$ cat config.mk
export PLATFORM = sky130hd
export DESIGN_NAME = json_string_unescape_utf8
export DESIGN_NICKNAME = d
export VERILOG_FILES = /design/src/rtl/jsu_pkg.sv /design/src/rtl/json_string_unescape_utf8.sv
export SDC_FILE = /design/constraint.sdc
export NUM_CORES = 1
export LEC_CHECK = 0
export BUFFER_PORTS_ARGS = -buffer_cell sky130_fd_sc_hd__clkbuf_2
export CORE_MARGIN = 10
export CORE_UTILIZATION = 65
export DETAILED_ROUTE_END_ITERATION = 8
export GPL_TIMING_DRIVEN = 0
export MAX_ROUTING_LAYER = met4
export PLACE_DENSITY = 0.92
export RECOVER_POWER = 25
export SLEW_MARGIN = 20
export SYNTH_ARGS = -nofsm -noshare
export SYNTH_HDL_FRONTEND = slang
export SYNTH_SLANG_ARGS = --single-unit
$ cat constraint.sdc
create_clock -name i_clk -period 9.7 [get_ports i_clk]
set_input_delay 0.97 -clock i_clk [delete_from_list [all_inputs] [get_ports i_clk]]
set_output_delay 0.97 -clock i_clk [all_outputs]
set_load 0.005 [all_outputs]
$ cat src/rtl/jsu_pkg.sv
// ----------------------------------------------------------------------------
// JSON string unescape package
// Phase and status codes and the result record shared by the unescaper.
// ----------------------------------------------------------------------------
`default_nettype none

package jsu_pkg;

    typedef enum logic [2:0] {
        PH_IDLE = 3'd0,
        PH_STR  = 3'd1,
        PH_ESC  = 3'd2,
        PH_HEX  = 3'd3
    } t_phase;

    typedef enum logic [2:0] {
        ST_DATA    = 3'd0,
        ST_DONE    = 3'd1,
        ST_NOQUOTE = 3'd2,
        ST_BADESC  = 3'd3,
        ST_BADHEX  = 3'd4,
        ST_SURR    = 3'd5,
        ST_CTRL    = 3'd6,
        ST_EARLY   = 3'd7
    } t_status;

    typedef struct packed {
        logic [7:0] out_byte;
        t_status    status;
        logic       last_of_run;
    } t_result;

    localparam int unsigned QUEUE_DEPTH = 4;
    localparam int unsigned MAX_RESULTS = 3;

endpackage

`default_nettype wire

$ cat src/rtl/json_string_unescape_utf8.sv
// ----------------------------------------------------------------------------
// JSON string unescaper with UTF-8 output
// Decodes one JSON string byte per beat into UTF-8 bytes and status results.
// ----------------------------------------------------------------------------
//
//  Channel  Direction  Handshake               Payload
//  -------  ---------  ----------------------  ------------------------------------
//  input    in         i_valid / o_stall       i_in_byte, i_end_of_input
//  output   out        o_valid / i_stall       o_out_byte, o_status, o_last_of_run
//
//  An accepted byte is held in an input register and decoded once the queue has
//  room, when its zero to three results are written into a four-entry result
//  queue; the oldest queued result is offered at the queue head.
//  Sustained rate is one byte per cycle while the queue has room; the queue admits a decode only when at
//  most one entry remains after this cycle's drain, so a u escape briefly slows
//  intake while its up to three bytes drain.
//  Reset is synchronous and active low and empties the queue and returns to
//  idle; the input stalls whenever the decoded byte cannot yet be queued.
//
`default_nettype none

module json_string_unescape_utf8
    import jsu_pkg::*;
(
    input  wire logic       i_clk,
    input  wire logic       i_rst_n,
    input  wire logic       i_valid,
    output logic            o_stall,
    input  wire logic [7:0] i_in_byte,
    input  wire logic       i_end_of_input,
    output logic            o_valid,
    input  wire logic       i_stall,
    output logic [7:0]      o_out_byte,
    output logic [2:0]      o_status,
    output logic            o_last_of_run
);

    // Input register
    logic        r_in_valid, n_in_valid;
    logic [7:0]  r_in_byte;
    logic        r_in_end;

    // Decoder state
    t_phase      r_phase, n_phase;
    logic [1:0]  r_hex_count, n_hex_count;
    logic [15:0] r_code_accum, n_code_accum;

    // Result queue
    t_result     r_q [QUEUE_DEPTH];
    logic [1:0]  r_head, n_head;
    logic [2:0]  r_count, n_count;

    logic        w_accept, w_pop, w_proc;
    logic [2:0]  w_after_pop;
    logic [1:0]  w_tail;
    logic [1:0]  w_res_n;
    t_result     w_res [MAX_RESULTS];
    logic        w_hex_ok;
    logic [3:0]  w_hex_d;
    logic [15:0] w_cp;

    function automatic t_result mk(input logic [7:0] b, input t_status s, input logic l);
        t_result r;
        r.out_byte    = b;
        r.status      = s;
        r.last_of_run = l;
        return r;
    endfunction

    assign w_pop       = o_valid && !i_stall;
    assign w_after_pop = r_count - {2'b00, w_pop};
    assign w_proc      = r_in_valid && (w_after_pop <= 3'd1);
    assign o_stall     = r_in_valid && !w_proc;
    assign w_accept    = i_valid && !o_stall;
    assign w_tail      = r_head + r_count[1:0];

    assign o_valid       = (r_count != 3'd0);
    assign o_out_byte    = r_q[r_head].out_byte;
    assign o_status      = r_q[r_head].status;
    assign o_last_of_run = r_q[r_head].last_of_run;

    always_comb begin
        w_hex_ok = 1'b1;
        w_hex_d  = 4'd0;
        if (r_in_byte >= 8'h30 && r_in_byte <= 8'h39) begin
            w_hex_d = r_in_byte[3:0];
        end else if ((r_in_byte >= 8'h61 && r_in_byte <= 8'h66) ||
                     (r_in_byte >= 8'h41 && r_in_byte <= 8'h46)) begin
            w_hex_d = r_in_byte[3:0] + 4'd9;
        end else begin
            w_hex_ok = 1'b0;
        end
    end

    assign w_cp = {r_code_accum[11:0], w_hex_d};

    // Decode the held byte into next state and up to three results
    always_comb begin
        n_phase      = r_phase;
        n_hex_count  = r_hex_count;
        n_code_accum = r_code_accum;
        w_res_n      = 2'd0;
        for (int k = 0; k < MAX_RESULTS; k++) begin
            w_res[k] = mk(8'h00, ST_DATA, 1'b0);
        end

        unique case (r_phase)
            PH_STR: begin
                if (r_in_end) begin
                    n_phase = PH_IDLE; n_hex_count = 2'd0; n_code_accum = 16'd0;
                    w_res[0] = mk(8'h00, ST_EARLY, 1'b1); w_res_n = 2'd1;
                end else if (r_in_byte == 8'h22) begin
                    n_phase = PH_IDLE; n_hex_count = 2'd0; n_code_accum = 16'd0;
                    w_res[0] = mk(8'h00, ST_DONE, 1'b1); w_res_n = 2'd1;
                end else if (r_in_byte == 8'h5C) begin
                    n_phase = PH_ESC;
                end else if (r_in_byte < 8'h20) begin
                    n_phase = PH_IDLE; n_hex_count = 2'd0; n_code_accum = 16'd0;
                    w_res[0] = mk(8'h00, ST_CTRL, 1'b1); w_res_n = 2'd1;
                end else begin
                    w_res[0] = mk(r_in_byte, ST_DATA, 1'b1); w_res_n = 2'd1;
                end
            end
            PH_ESC: begin
                if (r_in_end) begin
                    n_phase = PH_IDLE; n_hex_count = 2'd0; n_code_accum = 16'd0;
                    w_res[0] = mk(8'h00, ST_EARLY, 1'b1); w_res_n = 2'd1;
                end else begin
                    n_phase  = PH_STR;
                    w_res_n  = 2'd1;
                    unique case (r_in_byte)
                        8'h22, 8'h5C, 8'h2F: w_res[0] = mk(r_in_byte, ST_DATA, 1'b1);
                        8'h62: w_res[0] = mk(8'h08, ST_DATA, 1'b1);
                        8'h66: w_res[0] = mk(8'h0C, ST_DATA, 1'b1);
                        8'h6E: w_res[0] = mk(8'h0A, ST_DATA, 1'b1);
                        8'h72: w_res[0] = mk(8'h0D, ST_DATA, 1'b1);
                        8'h74: w_res[0] = mk(8'h09, ST_DATA, 1'b1);
                        8'h75: begin
                            n_phase = PH_HEX; n_hex_count = 2'd0; n_code_accum = 16'd0;
                            w_res_n = 2'd0;
                        end
                        default: begin
                            n_phase = PH_IDLE; n_hex_count = 2'd0; n_code_accum = 16'd0;
                            w_res[0] = mk(8'h00, ST_BADESC, 1'b1);
                        end
                    endcase
                end
            end
            PH_HEX: begin
                if (r_in_end || !w_hex_ok) begin
                    n_phase = PH_IDLE; n_hex_count = 2'd0; n_code_accum = 16'd0;
                    w_res[0] = mk(8'h00, r_in_end ? ST_EARLY : ST_BADHEX, 1'b1);
                    w_res_n  = 2'd1;
                end else if (r_hex_count != 2'd3) begin
                    n_hex_count  = r_hex_count + 2'd1;
                    n_code_accum = w_cp;
                end else begin
                    n_hex_count  = 2'd0;
                    n_code_accum = 16'd0;
                    if (w_cp >= 16'hD800 && w_cp <= 16'hDFFF) begin
                        n_phase  = PH_IDLE;
                        w_res[0] = mk(8'h00, ST_SURR, 1'b1); w_res_n = 2'd1;
                    end else begin
                        n_phase = PH_STR;
                        if (w_cp <= 16'h007F) begin
                            w_res[0] = mk(w_cp[7:0], ST_DATA, 1'b1);
                            w_res_n  = 2'd1;
                        end else if (w_cp <= 16'h07FF) begin
                            w_res[0] = mk({3'b110, w_cp[10:6]}, ST_DATA, 1'b0);
                            w_res[1] = mk({2'b10, w_cp[5:0]}, ST_DATA, 1'b1);
                            w_res_n  = 2'd2;
                        end else begin
                            w_res[0] = mk({4'b1110, w_cp[15:12]}, ST_DATA, 1'b0);
                            w_res[1] = mk({2'b10, w_cp[11:6]}, ST_DATA, 1'b0);
                            w_res[2] = mk({2'b10, w_cp[5:0]}, ST_DATA, 1'b1);
                            w_res_n  = 2'd3;
                        end
                    end
                end
            end
            default: begin
                // Idle: whitespace is skipped, a quote opens the string, else a no-quote result
                n_phase = PH_IDLE;
                if (!r_in_end && r_in_byte == 8'h22) begin
                    n_phase = PH_STR;
                end else if (r_in_end || !(r_in_byte == 8'h20 || r_in_byte == 8'h0A ||
                                           r_in_byte == 8'h0D || r_in_byte == 8'h09)) begin
                    n_hex_count = 2'd0; n_code_accum = 16'd0;
                    w_res[0] = mk(8'h00, ST_NOQUOTE, 1'b1); w_res_n = 2'd1;
                end
            end
        endcase
    end

    always_comb begin
        n_in_valid = r_in_valid;
        if (w_accept) begin
            n_in_valid = 1'b1;
        end else if (w_proc) begin
            n_in_valid = 1'b0;
        end
        n_head  = r_head + {1'b0, w_pop};
        n_count = w_after_pop + (w_proc ? {1'b0, w_res_n} : 3'd0);
    end

    always_ff @(posedge i_clk) begin
        if (!i_rst_n) begin
            r_in_valid   <= 1'b0;
            r_phase      <= PH_IDLE;
            r_hex_count  <= 2'd0;
            r_code_accum <= 16'd0;
            r_head       <= 2'd0;
            r_count      <= 3'd0;
        end else begin
            r_in_valid <= n_in_valid;
            r_head     <= n_head;
            r_count    <= n_count;
            if (w_proc) begin
                r_phase      <= n_phase;
                r_hex_count  <= n_hex_count;
                r_code_accum <= n_code_accum;
            end
        end
    end

    always_ff @(posedge i_clk) begin
        if (w_accept) begin
            r_in_byte <= i_in_byte;
            r_in_end  <= i_end_of_input;
        end
        if (w_proc) begin
            for (int k = 0; k < MAX_RESULTS; k++) begin
                if (2'(k) < w_res_n) begin
                    r_q[w_tail + 2'(k)] <= w_res[k];
                end
            end
        end
    end

    // The queue never holds more entries than it has
    a_count_bound: assert property (@(posedge i_clk) disable iff (!i_rst_n)
        r_count <= 3'd4)
        else $error("result queue overfilled");

    // Hex gathering state is clear outside a u escape
    a_hex_clear: assert property (@(posedge i_clk) disable iff (!i_rst_n)
        (r_phase != PH_HEX) |-> (r_hex_count == 2'd0 && r_code_accum == 16'd0))
        else $error("hex state left over outside a u escape");

    // A decode only happens when the queue can take every result it makes
    a_room: assert property (@(posedge i_clk) disable iff (!i_rst_n)
        w_proc |=> (r_count <= 3'd4) && ($past(w_after_pop) + 3'd3 <= 3'd4))
        else $error("decode admitted without queue room");

endmodule

`default_nettype wire
* Yosys cells after proc, flatten, opt, wreduce, memory -nomap -nowiden
Memories as Yosys holds them, arrays and structs flattened. A register that Yosys moved wholly into a read port is not among the register bits.
Cells that the tools add are included.
** Storage, ports and cells
- RAM bits :: 48
- Register bits :: 32
- Word-level logic and storage cells :: 166
- Memories :: 1
- Output and inout bits :: 14
** Cells by class
- Order comparisons :: 15
- Equal/unequal tests :: 23
- Add/sub/neg operators :: 8
- Reduce and logical (&&, ||, !) cells :: 28
- Mux-type cells :: 83
** Memories
- r_q :: words 4, bits a word 12, read ports 1, clocked after memory_dff 1, wr ports 3, RTL line json_string_unescape_utf8.sv:49 : t_result r_q [QUEUE_DEPTH];
** Operator list (number)
- 12-bit 2-to-1 mux :: 19
- 24-bit 2-to-1 mux :: 4
- 12-bit one-hot mux with 7 select lines :: 1
- 12-bit one-hot mux with 3 select lines :: 2
- 8-bit by 7-bit == test with 1-bit output, second input constant :: 7
- 2-bit 2-to-1 mux :: 18
- 36-bit 2-to-1 mux :: 1
- 8-bit by 4-bit == test with 1-bit output, second input constant :: 3
- 8-bit by 6-bit == test with 1-bit output, second input constant :: 3
- 3-bit 2-to-1 mux :: 8
- 1-bit 2-to-1 mux :: 23
- 22-bit 2-to-1 mux :: 1
- 16-bit >= comparator, second input constant :: 1
- 8-bit by 7-bit >= comparator with 1-bit output, second input constant :: 2
- 16-bit by 11-bit <= comparator with 1-bit output, second input constant :: 1
- 16-bit <= comparator, second input constant :: 1
- 16-bit by 7-bit <= comparator with 1-bit output, second input constant :: 1
- 8-bit by 7-bit <= comparator with 1-bit output, second input constant :: 2
- 2-bit one-hot mux with 3 select lines :: 2
- 1-bit logical AND :: 9
- 3-bit one-hot mux with 3 select lines :: 1
- 8-bit by 6-bit >= comparator with 1-bit output, second input constant :: 1
- 8-bit by 6-bit <= comparator with 1-bit output, second input constant :: 1
- 8-bit by 6-bit less-than comparator with 1-bit output, second input constant :: 1
- other kinds (28) :: 44

* Longest topological paths before layout
Gate-level depths: netlist of the first run.
- Depth after elaboration :: 16
- Gate-level depth with buffers :: 13
- Mapped depth without buffers :: 12

* Worst setup path before layout of the first run
No wires, ideal clock.
- Kind :: input port to flip-flop
- Start point :: input port i_stall
- End point :: memory r_q[2][0] (netlist name), enable pin
- Cell stages on the path :: 9
- Setup slack :: 6.355 ns
- Arrival :: 3.016 ns
- Buffers on the path :: 0
- Path through :: nor2b_1 -> ha_1 -> ha_1 -> xnor2_1 -> and3_1 -> nand4b_1 -> nor3_1 -> a21boi_1 -> or3_1
** RTL lines
- from (decl) :: RTL line json_string_unescape_utf8.sv:32 : input wire logic i_stall,
- to (decl) :: RTL line json_string_unescape_utf8.sv:49

==> impl_summary.md, run 1 <==
Run status
The flow ran to the end, and the final reports show no timing, DRC or antenna violations.

Synth
The number of synthesized flops with an enable pin is 41. The proportion of register bits with asynchronous set or reset after synthesis is 0%. For this run, the leading register cell type out of synthesis is sky130_fd_sc_hd__edfxtp_1. After synthesis, the mean cell area works out to ~10 sq um. In the post-synthesis netlist, the biggest area contributors are sky130_fd_sc_hd__edfxtp_1 24%, sky130_fd_sc_hd__dfxtp_1 15%, sky130_fd_sc_hd__mux4_2 5.3%.

The synthesized netlist contains 75 unique library cells. In the synthesized netlist, the cells that appear most often are 41 x sky130_fd_sc_hd__edfxtp_1, 38 x sky130_fd_sc_hd__dfxtp_1, 35 x sky130_fd_sc_hd__nand2_1. Sequential elements use approximately 40% of the synthesized area. In this run, synthesis produced a sequential element count of just under 80. Synthesis produced about 500 cells. The share of synthesized area in the top cell type comes to between 20% and 30%. The most frequently used cell type in the post-synthesis netlist is sky130_fd_sc_hd__edfxtp_1. The synthesized net count is ~540. The leading area contributor after synthesis is sky130_fd_sc_hd__edfxtp_1. The area of the mapped netlist is between 5000 and 6000 sq um.

The number of warnings printed during yosys synthesis is 0.

STA
The achievable frequency is approximately 0.25 GHz. The final count of pins violating max slew was 0. The clock period minus final worst setup slack is 4.06 ns.

Setup violations remaining at the end of the flow were counted as 0. The number of endpoints with negative hold slack in the final report is 0. On the final layout, the worst clock skew is between 0.01 and 0.015 ns. The final cycle utilization of the critical path is about two fifths. The aggregate negative setup slack is 0 ns.

Setup repair after global routing left no endpoint under its margin. The measured slew at the worst slew-check pin is ~1.1 ns. The worst slew slack as a fraction of its limit is around 24%.

Worst setup path
The worst setup path is of the flop to flop kind. The worst setup path is captured at a flop. The startpoint type of the worst setup path is a flop. The worst path required time is roughly 9.8 ns. In this run the worst path has a maximum fanout of 10.

The flop-to-flop setup slack is about 5.6 ns. Data on the critical path arrives at its endpoint at roughly 4.2 ns.

Floorplanning
Measured along the y axis, the die boundary spans between 100 and 150 microns. The floorplan has 32 rows. The initial core utilization is around two thirds. During I/O placement, the number of pins put on the boundary was 27.

The die is between 100 and 150 microns wide. The floorplan step defined a core boundary enclosing between 7000 and 8000 sq um. The die covers about 12,000 sq um.

Finish
The ratio of cells with drive above 1 in the final layout is 17.4%. The net total in the final layout is ~580. The footprint of the multi-input gates is approximately 2800 sq um.

The area growth from synthesis to final layout is 9.30%. The repair_antennas step left the layout with diodes totalling 0. The final-layout fill cell count is between 500 and 600. The footprint of the flip-flops and latches is about 2000 sq um.

The number of cells in the finished layout apart from fillers is 655.

Pwr
The leakage power is between 1.5 and 2 nW. In this run switching power makes up roughly 33% of total power. The power dissipated by switching net loads is around 0.00034 W. The maximum VDD drop is slightly above 90 uV.

Power spread over the standard cell area amounts to about 180 nW/um^2. The clock network burns around 30% of the power. Per report_power, the sequential group accounts for roughly 40% of the total. Combinational logic burns around 29% of the power. Cell internal power was estimated by the tool at a little under 0.0007 W.

GRT
Across every metal layer, demand over resource in global routing totals 26.1%. The first global-routing pass estimated between 20,000 and 25,000 microns of wire. The via count of the first global-routing pass is 4,424.

The initial antenna violation count came to 0. Entering global routing, the biggest net connects 15 pins. For this run the aggregate overflow at the end of global routing stands at 0.

Clocking
For this design, the CTS-stage hold fixing added 0 buffers. In this run the deepest clock path goes through 2 buffers. CTS placed an instance of sky130_fd_sc_hd__clkbuf_8 at the clock tree root. CTS saw a little under 80 sinks. The clock-pin slew on the worst setup and hold paths is 0.08 ns. The number of buffers created by CTS is 9. TritonCTS built the clock tree. Post-CTS repair changed the size of 0 cells. The maximum level of the CTS H-tree is 3. Clock latency on the worst-skew pair, taken at its later pin, is 0.38 ns.

The post-CTS setup buffer count is 0.

Detailed routing
The initial DRC count is 721. Using the TritonRoute via totals, the vias-per-cell ratio works out to 7.07. Dividing the detail-routed wire length by the instance count gives around 22 microns. Once detail routing completed, the nets flagged for antenna violations numbered 0. Summed over all layers, the routed wires come to between 10,000 and 15,000 microns.

The post-detailed-route DRC marker count is 0. The pre-antenna-repair detailed-routing pass consisted of 5 iterations. The total number of vias is roughly 4.6k.

Hold path
The classification of the worst-slack hold path is flop to flop.

Place
Including well taps, the total number of placed cells is 639. After legalization and detailed placement, the total HPWL measured around 11,000 microns. Port buffering added 26 buffers. Routability-driven placement finished with a final weighted congestion of between 1 and 1.5.

Flow run
Across the run, the number of max-cap violations was 0.
==> power by group through the flow <==
stage                     sequential [W]  clock, W  combinational, W
after floorplan                 0.000419         0          0.000216
after global placement          0.000424         0          0.000290
after detailed placement        0.000429         0          0.000302
after CTS                       0.000422  0.000304          0.000303
after global routing            0.000426  0.000315          0.000329
final                           0.000422  0.000303          0.000300
==> per-stage QoR <==
step	cell area [sq um]	hold WS, ns	setup WS, ns	total power (W)	util, %
floorplan	5090	0.445	6.36	0.000635	-
detailed placement	5350	0.475	5.64	0.000731	69.5
CTS	5590	0.485	5.87	0.00103	72.7
finish	5560	0.485	5.64	0.00102	72.3
global placement	5350	0.456	5.67	0.000714	69.5
global route	5560	0.528	5.48	0.00107	72.3
==> cell usage in the layout, fill, tap and decap left out, drive strengths merged, types with 12 or more instances in the layout <==
cell type and instances:
a21boi 22, o21ai 25, nor2 24, nor3 20
a21oi 27, clkbuf 52, dfxtp 38, mux2i 16
nand3 23, a221oi 20, edfxtp 41, nand2 35
mux4 12, buf 19, inv 20, ha 14
==> routing by layer <==
metal / vias to the layer above / part of all wire [%] / GRT usage, %
li1: 2063 / - / -
met1: 2209 / 38 / 31.0
met2: 310 / 50 / 43.8
met3: 50 / 9.5 / 4.82
met4: 0 / 2.7 / 8.66
met5: - / 0 / -
==> sequential cells by signal (all words and copies together) (netlist names) <==
name / cells
r_code_accum: 12
r_count: 3
r_head: 2
r_hex_count: 2
r_in_byte: 8
r_in_end: 1
r_in_valid: 1
r_phase: 2
r_q: 48
==> logic make-up after synthesis <==
kind of cell	after synthesis	synth area share, %
simple gates	169	18.8
mux	28	8.46
fa+ha+maj	15	3.84
xor+xnor	5	0.861
flops	79	39.2
buf+inv	55	4.84
compound gates	160	24.0
==> final cells by class <==
cell class	instances	area share [%]
Multi-Input combinational cell	377	50.8
Sequential cell	79	35.8
Buffer	36	3.13
Timing Repair Buffer	26	2.32
Tap cell	102	2.30
Clock buffer	9	2.23
Clock inverter	7	2.14
Inverter	19	1.28
==> path summary, 6_finish.rpt <==
kind,from,end,cells after the start
max reg2reg,r_in_byte[0]$_DFFE_PP_,r_q[1][0]$_DFFE_PP_,10
max,r_in_byte[0]$_DFFE_PP_,r_q[1][0]$_DFFE_PP_,10
min,r_hex_count[0]$_SDFFE_PN0P_,r_hex_count[0]$_SDFFE_PN0P_,2
min reg2reg,r_hex_count[0]$_SDFFE_PN0P_,r_hex_count[0]$_SDFFE_PN0P_,2
==> critical path: stages, from the launching register on <==
cell and delay [ns]:
sky130_fd_sc_hd__edfxtp_1 0.52, sky130_fd_sc_hd__inv_1 0.17, sky130_fd_sc_hd__ha_1 0.27, sky130_fd_sc_hd__or3b_1 0.45
sky130_fd_sc_hd__and3_1 0.25, sky130_fd_sc_hd__o21ai_0 0.85, sky130_fd_sc_hd__nor3_2 0.21, sky130_fd_sc_hd__a21boi_1 0.27
sky130_fd_sc_hd__buf_2 0.25, sky130_fd_sc_hd__a222oi_1 0.42, sky130_fd_sc_hd__inv_1 0.13
(Power assumes the default switching activity.)
==> run 2: changes to the inputs <==
--- a/config.mk
+++ b/config.mk
@@ -5,13 +5,14 @@
 export SDC_FILE = /design/constraint.sdc
 export NUM_CORES = 1
 export LEC_CHECK = 0
+export ABC_AREA = 1
 export BUFFER_PORTS_ARGS = -buffer_cell sky130_fd_sc_hd__clkbuf_2
 export CORE_MARGIN = 10
-export CORE_UTILIZATION = 65
+export CORE_UTILIZATION = 62
 export DETAILED_ROUTE_END_ITERATION = 8
 export GPL_TIMING_DRIVEN = 0
 export MAX_ROUTING_LAYER = met4
-export PLACE_DENSITY = 0.92
+export PLACE_DENSITY = 0.89
 export RECOVER_POWER = 25
 export SLEW_MARGIN = 20
 export SYNTH_ARGS = -nofsm -noshare
==> constraint.sdc (replaced) <==
create_clock -name i_clk -period 4.2 [get_ports i_clk]
set_input_delay 0.42 -clock i_clk [delete_from_list [all_inputs] [get_ports i_clk]]
set_output_delay 0.42 -clock i_clk [all_outputs]
set_load 0.005 [all_outputs]
==> run 2 against run 1 <==
Clock power rose by 110%; register-to-register slack got worse by 4.9 ns; synthesized area rose by 3.2%; sequential power rose to 2.7 times the previous value; sequential cell count is the same; via count up 13%; critical path type unchanged; largest power group is now combinational logic.
==> impl_summary.md, run 2 <==
Synth
The mean area per synthesized cell is 7.39 sq um (-26%). The post-synthesis cell type count is 41 (-45%). The share of the synthesized area in the top cell type is 23.4% (-0.76 points). The cell count after synthesis is 711 (+39%). The flip-flop cell with the highest count after synthesis is sky130_fd_sc_hd__edfxtp_1. The number of register bits inferred by synthesis is 79 (unchanged). The number of synthesized flops with an enable pin is 41 (unchanged). Sorting the synthesized cells by how often they occur yields 132 x sky130_fd_sc_hd__nand2_1, 110 x sky130_fd_sc_hd__nor2_1, 68 x sky130_fd_sc_hd__a21oi_1. The synthesized net count is 739 (+37%). The proportion of register bits with asynchronous set or reset after synthesis came to 0% (unchanged). The area of the mapped netlist is 5250 sq um (+3.2%).

The share of the yosys chip area belonging to registers is 37.9% (-1.2 points). Among all cell types in the netlist, the one instantiated most often is sky130_fd_sc_hd__nand2_1. The leading area contributor after synthesis is sky130_fd_sc_hd__edfxtp_1. The number of warnings printed during yosys synthesis was 0 (unchanged).

Ranked by total cell area, the synthesized netlist is headed by sky130_fd_sc_hd__edfxtp_1 23%, sky130_fd_sc_hd__dfxtp_1 14%, sky130_fd_sc_hd__nand2_1 9.4%.

Worst setup path
STA classifies the critical path endpoint as a flop. The critical path goes through inv_1, ha_1, inv_1, nand2_1, nand2_1, nand2_1, nand2_4, nand2_1, nand3_4, nor3_4, nand2_4, nor2_8, nand2_4, clkinv_4, nand2_4, nand3_1, o21ai_1, nor2_1. The top cell family by delay on the critical path is simple AND/OR/NAND/NOR gates.

The startpoint type of the worst setup path is a flop. The worst path required time is 4.41 ns (-5.40 ns). The delay of the slowest critical-path stage is 0.49 ns (-0.36 ns). The total buffers and inverters traversed by the critical path is 3 (unchanged). The worst-path cell with the longest stage delay is sky130_fd_sc_hd__edfxtp_1. The critical path class is flop to flop. The arrival time of the worst setup path is 3.69 ns (-0.48 ns).

The largest fanout on the critical path was 9 (-1).

Run status
The flow ran to the end, and the final reports show no timing, DRC or antenna violations.

STA
The number of setup violations in the final report is 0 (unchanged). Setup repair after global routing left no endpoint under its margin. The number of endpoints with negative hold slack in the final report came to 0 (unchanged). The aggregate negative setup slack is 0 ns (unchanged). The worst clock skew came to 0.0130 ns (+0.00239 ns). The worst slew slack as a fraction of its limit is 37.3% (+13 points). The final count of pins violating max slew was 0 (unchanged).

The final cycle utilization of the critical path is 82.9% (+41 points). The achievable frequency is 0.287 GHz (+17%). The measured slew at the worst slew-check pin came to 0.936 ns (-0.190 ns).

The clock period minus final worst setup slack is 3.48 ns (-0.577 ns).

Clocking
The clock sink count came to 79 (unchanged). The maximum level of the CTS H-tree is 3 (unchanged). The worst-skew pair later-pin latency is 0.36 ns (-0.02 ns). The deepest clock path buffer count came to 2 (unchanged). The clock-pin slew on the worst setup and hold paths is 0.08 ns (about the same). The post-CTS setup buffer count is 0 (unchanged). The CTS tree is done. The number of gates resized after CTS is 0 (unchanged). The count of hold buffers inserted by post-cts repair came to 0 (unchanged). The clock tree root driver cell is sky130_fd_sc_hd__clkbuf_8.

The number of buffers created by CTS is 9 (unchanged).

Finish
More flip-flops sit in one register than any other, and that register is r_q. The final standard cell utilization of the core is 69.5% (-2.8 points). The most frequent standard cell in the layout excluding fill and tap cells is sky130_fd_sc_hd__nand2_1. Compared with the post-synthesis result, the final layout area differs by 8.77%. The diode insertion count for antenna repair was 0 (unchanged). Leaving out fill and tap cells, the most frequent cells in the layout are 134 x sky130_fd_sc_hd__nand2_1, 110 x sky130_fd_sc_hd__nor2_1, 68 x sky130_fd_sc_hd__a21oi_1. The number of cells in the finished layout apart from fillers is 858 (+31%). The flip-flop count of the largest register after layout is 48 (unchanged).

The net total in the final layout was 776 (+35%). The ratio of cells with drive above 1 in the final layout is 12.4% (-5.0 points). In the final layout, the registers with the most flip-flops are r_q: 48 flops, r_code_accum: 12 flops, r_in_byte: 8 flops.

GRT
The pin count of the biggest net entering global routing is 14 (-1). The initial antenna violation count was 0 (unchanged). The via count of the first global-routing pass is 5,076 (+15%). The first-pass GRT wire length came to 25,500 microns (+8.7%). The overall fraction of global-route tracks in use is 25.0% (-1.1 points).

The aggregate global routing overflow is 0 (unchanged).

Detailed routing
The post-detailed-route DRC marker count is 0 (unchanged). The final antenna-violating net count is 0 (unchanged). The number of iterations in the first detailed-routing pass is 5 (unchanged). The detail-routed via count per cell was 6.09 (-14%). The total routed wirelength is 15,600 microns (+5.9%). The initial DRC count is 533 (-26%). The total number of vias was 5,226 (+13%). The wire length per cell is 18.2 microns (-19%).

Floorplanning
The overall die area was 12,600 sq um (+6.7%). The initial core utilization is 63.9% (-2.3 points). The number of rows created at floorplan is 33 (+3.1%). The standard cell core area is 8220 sq um (+6.9%). The number of ports placed on the die boundary is 27 (unchanged).

The die width came to 112 microns (+3.3%). The die span in y is 112 microns (+3.3%).

Pwr
The maximum VDD drop is 368 uV (+300%). The leakage power is 2.50 nW (+28%). The total power divided by cell area is 568 nW/um^2 (+210%).

Place
The number of I/O port buffers is 26 (unchanged). The number of instances in the placed design is 842 (+32%). The HPWL reported at the end of detailed placement is 11,800 microns (+7.4%). The final weighted congestion of routability-driven global placement is 0.979 (-6.4%).

Hold path
The classification of the worst-slack hold path is input port to flop.

Flow run
The max-cap check violation count is 0 (unchanged).
[run 2: layout make-up]
cell class                 instances  area, sq um
buffer                            20          121
tap                              105          131
clock buffer                      13          181
clock inverter                     3         45.0
inverter                          73          279
timing repair buffer              26          113
multi-input combinational        539         2850
sequential                        79         1990
fill                             724         2500
[run 2: kinds of logic (layout without fill, tap and decap cells)]
kind of cell               Yosys count  after routing  synth area share (%)
xor gates and xnor gates             5              5                 0.834
buffers and inverters               93            135                  7.62
adders and majority gates           15             15                  3.72
and+or+nand+nor                    349            349                  31.7
AOI/OAI and AO/OA                  170            170                  18.2
DFF                                 79             79                  37.9
[run 2: routing by layer]
layer	up-vias	part of all wire (%)	global-route usage, %
met4	0	3.0	8.12
li1	2467	-	-
met3	57	8.2	4.47
met1	2390	40	29.2
met5	-	0	-
met2	312	49	42.7
[run 2: path summary, 6_finish.rpt]
| path | cells past startpoint | slack (ns) | end | start |
|---|---|---|---|---|
| setup / recovery | 18 | 0.72 | r_q[0][11]$_DFFE_PP_ | r_in_byte[0]$_DFFE_PP_ |
| hold / removal | 1 | 0.23 | r_in_byte[0]$_DFFE_PP_ | i_in_byte[0] |
| setup reg to reg | 18 | 0.72 | r_q[0][11]$_DFFE_PP_ | r_in_byte[0]$_DFFE_PP_ |
| hold reg to reg | 2 | 0.49 | r_q[3][3]$_SDFFE_PP0N_ | r_q[3][3]$_SDFFE_PP0N_ |
[run 2: worst register-to-register path: stages, from the launching register on]
cell and delay (ns):
sky130_fd_sc_hd__edfxtp_1 0.49, sky130_fd_sc_hd__inv_1 0.17, sky130_fd_sc_hd__ha_1 0.27, sky130_fd_sc_hd__inv_1 0.08, sky130_fd_sc_hd__nand2_1 0.06, sky130_fd_sc_hd__nand2_1 0.06
sky130_fd_sc_hd__nand2_1 0.12, sky130_fd_sc_hd__nand2_4 0.08, sky130_fd_sc_hd__nand2_1 0.22, sky130_fd_sc_hd__nand3_4 0.13, sky130_fd_sc_hd__nor3_4 0.31, sky130_fd_sc_hd__nand2_4 0.15
sky130_fd_sc_hd__nor2_8 0.18, sky130_fd_sc_hd__nand2_4 0.12, sky130_fd_sc_hd__clkinv_4 0.13, sky130_fd_sc_hd__nand2_4 0.09, sky130_fd_sc_hd__nand3_1 0.38, sky130_fd_sc_hd__o21ai_1 0.13
sky130_fd_sc_hd__nor2_1 0.15
[run 2: power by group]
| part | internal [W] | total (W) | switching (W) |
|---|---|---|---|
| combinational | 0.000449 | 0.00145 | 0.00100 |
| clock | 0.000349 | 0.000640 | 0.000291 |
| sequential | 0.00102 | 0.00115 | 0.000139 |
| total | 0.00181 | 0.00324 | 0.00143 |
[run 2: metrics by stage]
stage / area [sq um] / hold WS [ns] / total power (W) / setup slack [ns]
global placement: 5510 / 0.467 / 0.00255 / 0.985
CTS: 5740 / 0.226 / 0.00325 / 0.954
detailed placement: 5510 / 0.476 / 0.00262 / 0.990
global route: 5710 / 0.228 / 0.00349 / 0.483
floorplan: 5250 / 0.455 / 0.00218 / 1.57
finish: 5710 / 0.230 / 0.00325 / 0.718
==> run 3: changes to the inputs <==
--- a/config.mk
+++ b/config.mk
@@ -5,14 +5,14 @@
 export SDC_FILE = /design/constraint.sdc
 export NUM_CORES = 1
 export LEC_CHECK = 0
-export ABC_AREA = 1
+export ABC_AREA = 0
 export BUFFER_PORTS_ARGS = -buffer_cell sky130_fd_sc_hd__clkbuf_2
 export CORE_MARGIN = 10
-export CORE_UTILIZATION = 62
+export CORE_UTILIZATION = 56
 export DETAILED_ROUTE_END_ITERATION = 8
 export GPL_TIMING_DRIVEN = 0
 export MAX_ROUTING_LAYER = met4
-export PLACE_DENSITY = 0.89
+export PLACE_DENSITY = 0.85
 export RECOVER_POWER = 25
 export SLEW_MARGIN = 20
 export SYNTH_ARGS = -nofsm -noshare
==> constraint.sdc (replaced) <==
create_clock -name i_clk -period 3.15 [get_ports i_clk]
set_input_delay 0.315 -clock i_clk [delete_from_list [all_inputs] [get_ports i_clk]]
set_output_delay 0.315 -clock i_clk [all_outputs]
set_load 0.005 [all_outputs]
==> run 3 against run 2 <==
Wire length down 4.8%; critical path type unchanged; critical path depth is 8 lower; via count is 11% lower; maximum frequency is 12% higher.
==> impl_summary.md, run 3 (synthesized netlist as in run 1, its figures left out) <==
Finish
The final standard cell utilization of the core is 69.1% (-0.41 points). The largest register by flop count is r_q. The largest registers in the layout are r_q: 48 flops, r_code_accum: 12 flops, r_in_byte: 8 flops.

The flip-flop count of the largest register after layout is 48 (unchanged). The library cells used most frequently in the layout, excluding fill and tap cells, are 41 x sky130_fd_sc_hd__edfxtp_1, 37 x sky130_fd_sc_hd__dfxtp_1, 35 x sky130_fd_sc_hd__buf_4. The ratio of cells with drive above 1 in the final layout is 27.9% (+16 points).

The net total in the final layout was 607 (-22%). The area growth from synthesis to final layout is 19.0%. The library cell used most frequently in the layout, excluding fill and tap cells, is sky130_fd_sc_hd__edfxtp_1. The diode insertion count for antenna repair is 0 (unchanged).

The final-layout fill cell count is 671 (-7.3%). The finished layout cell area was 6060 sq um (+6.0%). The number of cells in the finished layout apart from fillers is 692 (-19%).

Place
The final weighted congestion of routability-driven global placement is 1.06 (+7.9%). The number of instances in the placed design is 645 (-23%). The cell area after placement is 5360 sq um (-2.8%). The number of I/O port buffers is 26 (unchanged).

The HPWL reported at the end of detailed placement is 10,600 microns (-10%).

Detailed routing
The wire length per cell came to 21.5 microns (+18%). The detail-routed via count per cell came to 6.73 (+11%). The number of iterations in the first detailed-routing pass is 6 (+1). The post-detailed-route DRC marker count is 0 (unchanged). The total number of vias is 4,660 (-11%). The total routed wirelength is 14,800 microns (-4.8%). The final antenna-violating net count is 0 (unchanged).

The initial DRC count is 519 (-2.6%).

Clocking
The worst-skew pair later-pin latency is 0.37 ns (about the same). The deepest clock path buffer count was 2 (unchanged). The maximum level of the CTS H-tree was 3 (unchanged). The number of buffers created by CTS is 9 (unchanged). The clock sink count came to 79 (unchanged). The root buffer cell chosen for the clock tree is sky130_fd_sc_hd__clkbuf_8. The clock-pin slew on the worst setup and hold paths is 0.08 ns (about the same). The count of hold buffers inserted by post-cts repair is 0 (unchanged). The CTS tree is done.

Worst setup path
The worst setup path endpoint is r_q[3][5]$_DFFE_PP_. Tracing the worst setup path back leads to its startpoint at r_phase[0]$_SDFFE_PN0P_. The worst path required time is 3.35 ns (-1.06 ns). The arrival time of the worst setup path is 3.31 ns (-0.38 ns). The largest fanout on the critical path was 10 (+1). Traced cell by cell, the critical path runs through ha_1, buf_2, nand2_1, a211oi_1, a21boi_2, nand2_2, a311oi_2, buf_2, a221oi_1, a21oi_1. The delay of the slowest critical-path stage is 0.43 ns (-0.06 ns). Among all stages on the critical path, the largest delay is contributed by sky130_fd_sc_hd__dfxtp_1. The cell that appears most often on the critical path is sky130_fd_sc_hd__buf_2. STA classifies the critical path startpoint as a flop. The flop-to-flop setup slack is 0.04 ns (-0.68 ns). The critical register-to-register path endpoint is r_q[3][5]$_DFFE_PP_. The launch instance of the worst register-to-register path is r_phase[0]$_SDFFE_PN0P_.

The critical path class is flop to flop. The critical path endpoint category is a flop. The length in cells of the worst reg-to-reg path is 10 (-8).

STA
The number of setup violations in the final report is 0 (unchanged). The final count of pins violating max slew was 0 (unchanged). The final hold slack is 0.117 ns (-0.113 ns). The worst clock skew came to 0.00954 ns (-0.00342 ns).

The final cycle utilization of the critical path came to 98.7% (+16 points). The clock period minus final worst setup slack is 3.11 ns (-0.374 ns). The achievable frequency came to 0.322 GHz (+12%). The measured slew at the worst slew-check pin was 0.905 ns (-0.0315 ns).

The number of endpoints with negative hold slack in the final report is 0 (unchanged). Setup repair after global routing could not meet its margin everywhere. The worst slew slack as a fraction of its limit is 39.7% (+2.3 points).

Floorplanning
The standard cell core area is 8760 sq um (+6.7%). The number of ports placed on the die boundary is 27 (unchanged). The die span in y is 115 microns (+2.9%). The number of rows created at floorplan is 34 (+3.0%). The initial core utilization came to 58.1% (-5.9 points).

The overall die area is 13,300 sq um (+6.0%). The die width was 115 microns (+2.9%).

Hold path
The path class of the tightest hold or removal check is input port to flop.

GRT
The via count of the first global-routing pass is 4,408 (-13%). The pin count of the biggest net entering global routing was 14 (unchanged). The initial antenna violation count is 0 (unchanged).

The first-pass GRT wire length is 23,200 microns (-8.9%). The overall fraction of global-route tracks in use was 22.4% (-2.6 points). The aggregate global routing overflow is 0 (unchanged).

Pwr
The leakage power is 2.19 nW (-13%). The maximum VDD drop is 287 uV (-22%). The overall power is 0.00317 W (-2.3%). The total power divided by cell area is 523 nW/um^2 (-7.9%).

Run status
The flow ran to the end, and the final reports show no timing, DRC or antenna violations.

Flow run
The max-cap check violation count came to 0 (unchanged).
## run 3: cell count changes in the layout (fill, tap and decap cells not counted), sizes merged, moves of 20 or more
cell / before / now
a21boi: 0 / 22
buf: 10 / 52
nand3: 47 / 23
a21oi: 68 / 27
a221oi: 0 / 20
nand2: 155 / 35
nor2: 128 / 24
o21ai: 65 / 25
inv: 72 / 19
## run 3: critical path: cells and delay by family (launching register included)
kind,cells,cell delay (ns)
buffers and inverters,2,0.55
flip-flops,1,0.43
AO/OA/AOI/OAI,5,1.41
AND/OR/NAND/NOR,2,0.36
adder cells (fa/ha/maj),1,0.18
## run 3: final cells by class
| cell class | count | area, sq um | area share [%] |
|---|---|---|---|
| buffer | 36 | 203 | 3.35 |
| clock buffer | 10 | 128 | 2.11 |
| clock inverter | 6 | 61.3 | 1.01 |
| inverter | 19 | 71.3 | 1.18 |
| multi-input combinational | 377 | 3100 | 51.2 |
| sequential | 79 | 2000 | 33.0 |
| tap | 108 | 135 | 2.23 |
| timing repair buffer | 57 | 364 | 6.01 |
## run 3: worst min path at each step
stage	start	end	slack (ns)	cells after the start
6_report	i_end_of_input	r_in_end$_DFFE_PP_	0.12	1
5_1_grt	i_in_byte[4]	r_in_byte[4]$_DFFE_PP_	0.12	1
4_1_cts	i_end_of_input	r_in_end$_DFFE_PP_	0.12	1
3_5_place_dp	r_hex_count[1]$_SDFFE_PN0P_	r_hex_count[1]$_SDFFE_PN0P_	0.46	2
3_3_place_gp	r_hex_count[1]$_SDFFE_PN0P_	r_hex_count[1]$_SDFFE_PN0P_	0.45	2
2_1_floorplan	i_in_byte[0]	r_in_byte[0]$_DFFE_PP_	0.41	0
## run 3: metrics by stage
step                setup TNS [ns]  worst slack (ns)
CTS                              0            0.0143
global route                -0.143           -0.0592
detailed placement          -32.82            -0.704
finish                           0            0.0419
floorplan                        0            0.0384
global placement            -26.92            -0.597
## run 3: what timing repair did
action                                  CTS  global route
resized for setup                        30            33
pin swaps                                 4             9
endpoints found under the setup margin   82            72
cloned                                    0             1
buffers inserted                         13            17
## run 3: where the power goes
group,switching [W],internal [W],total (W)
Sequential,0.0000719,0.00122,0.00129
Clock,0.000389,0.000364,0.000753
Combinational,0.000625,0.000502,0.00113
## run 3: routing by layer
layer	global-route usage, %	up-vias	share of wire, %
met2	35.8	291	49
met3	3.49	38	8.6
li1	-	2132	-
met4	11.1	0	2.5
met1	27.1	2199	39
met5	-	-	0
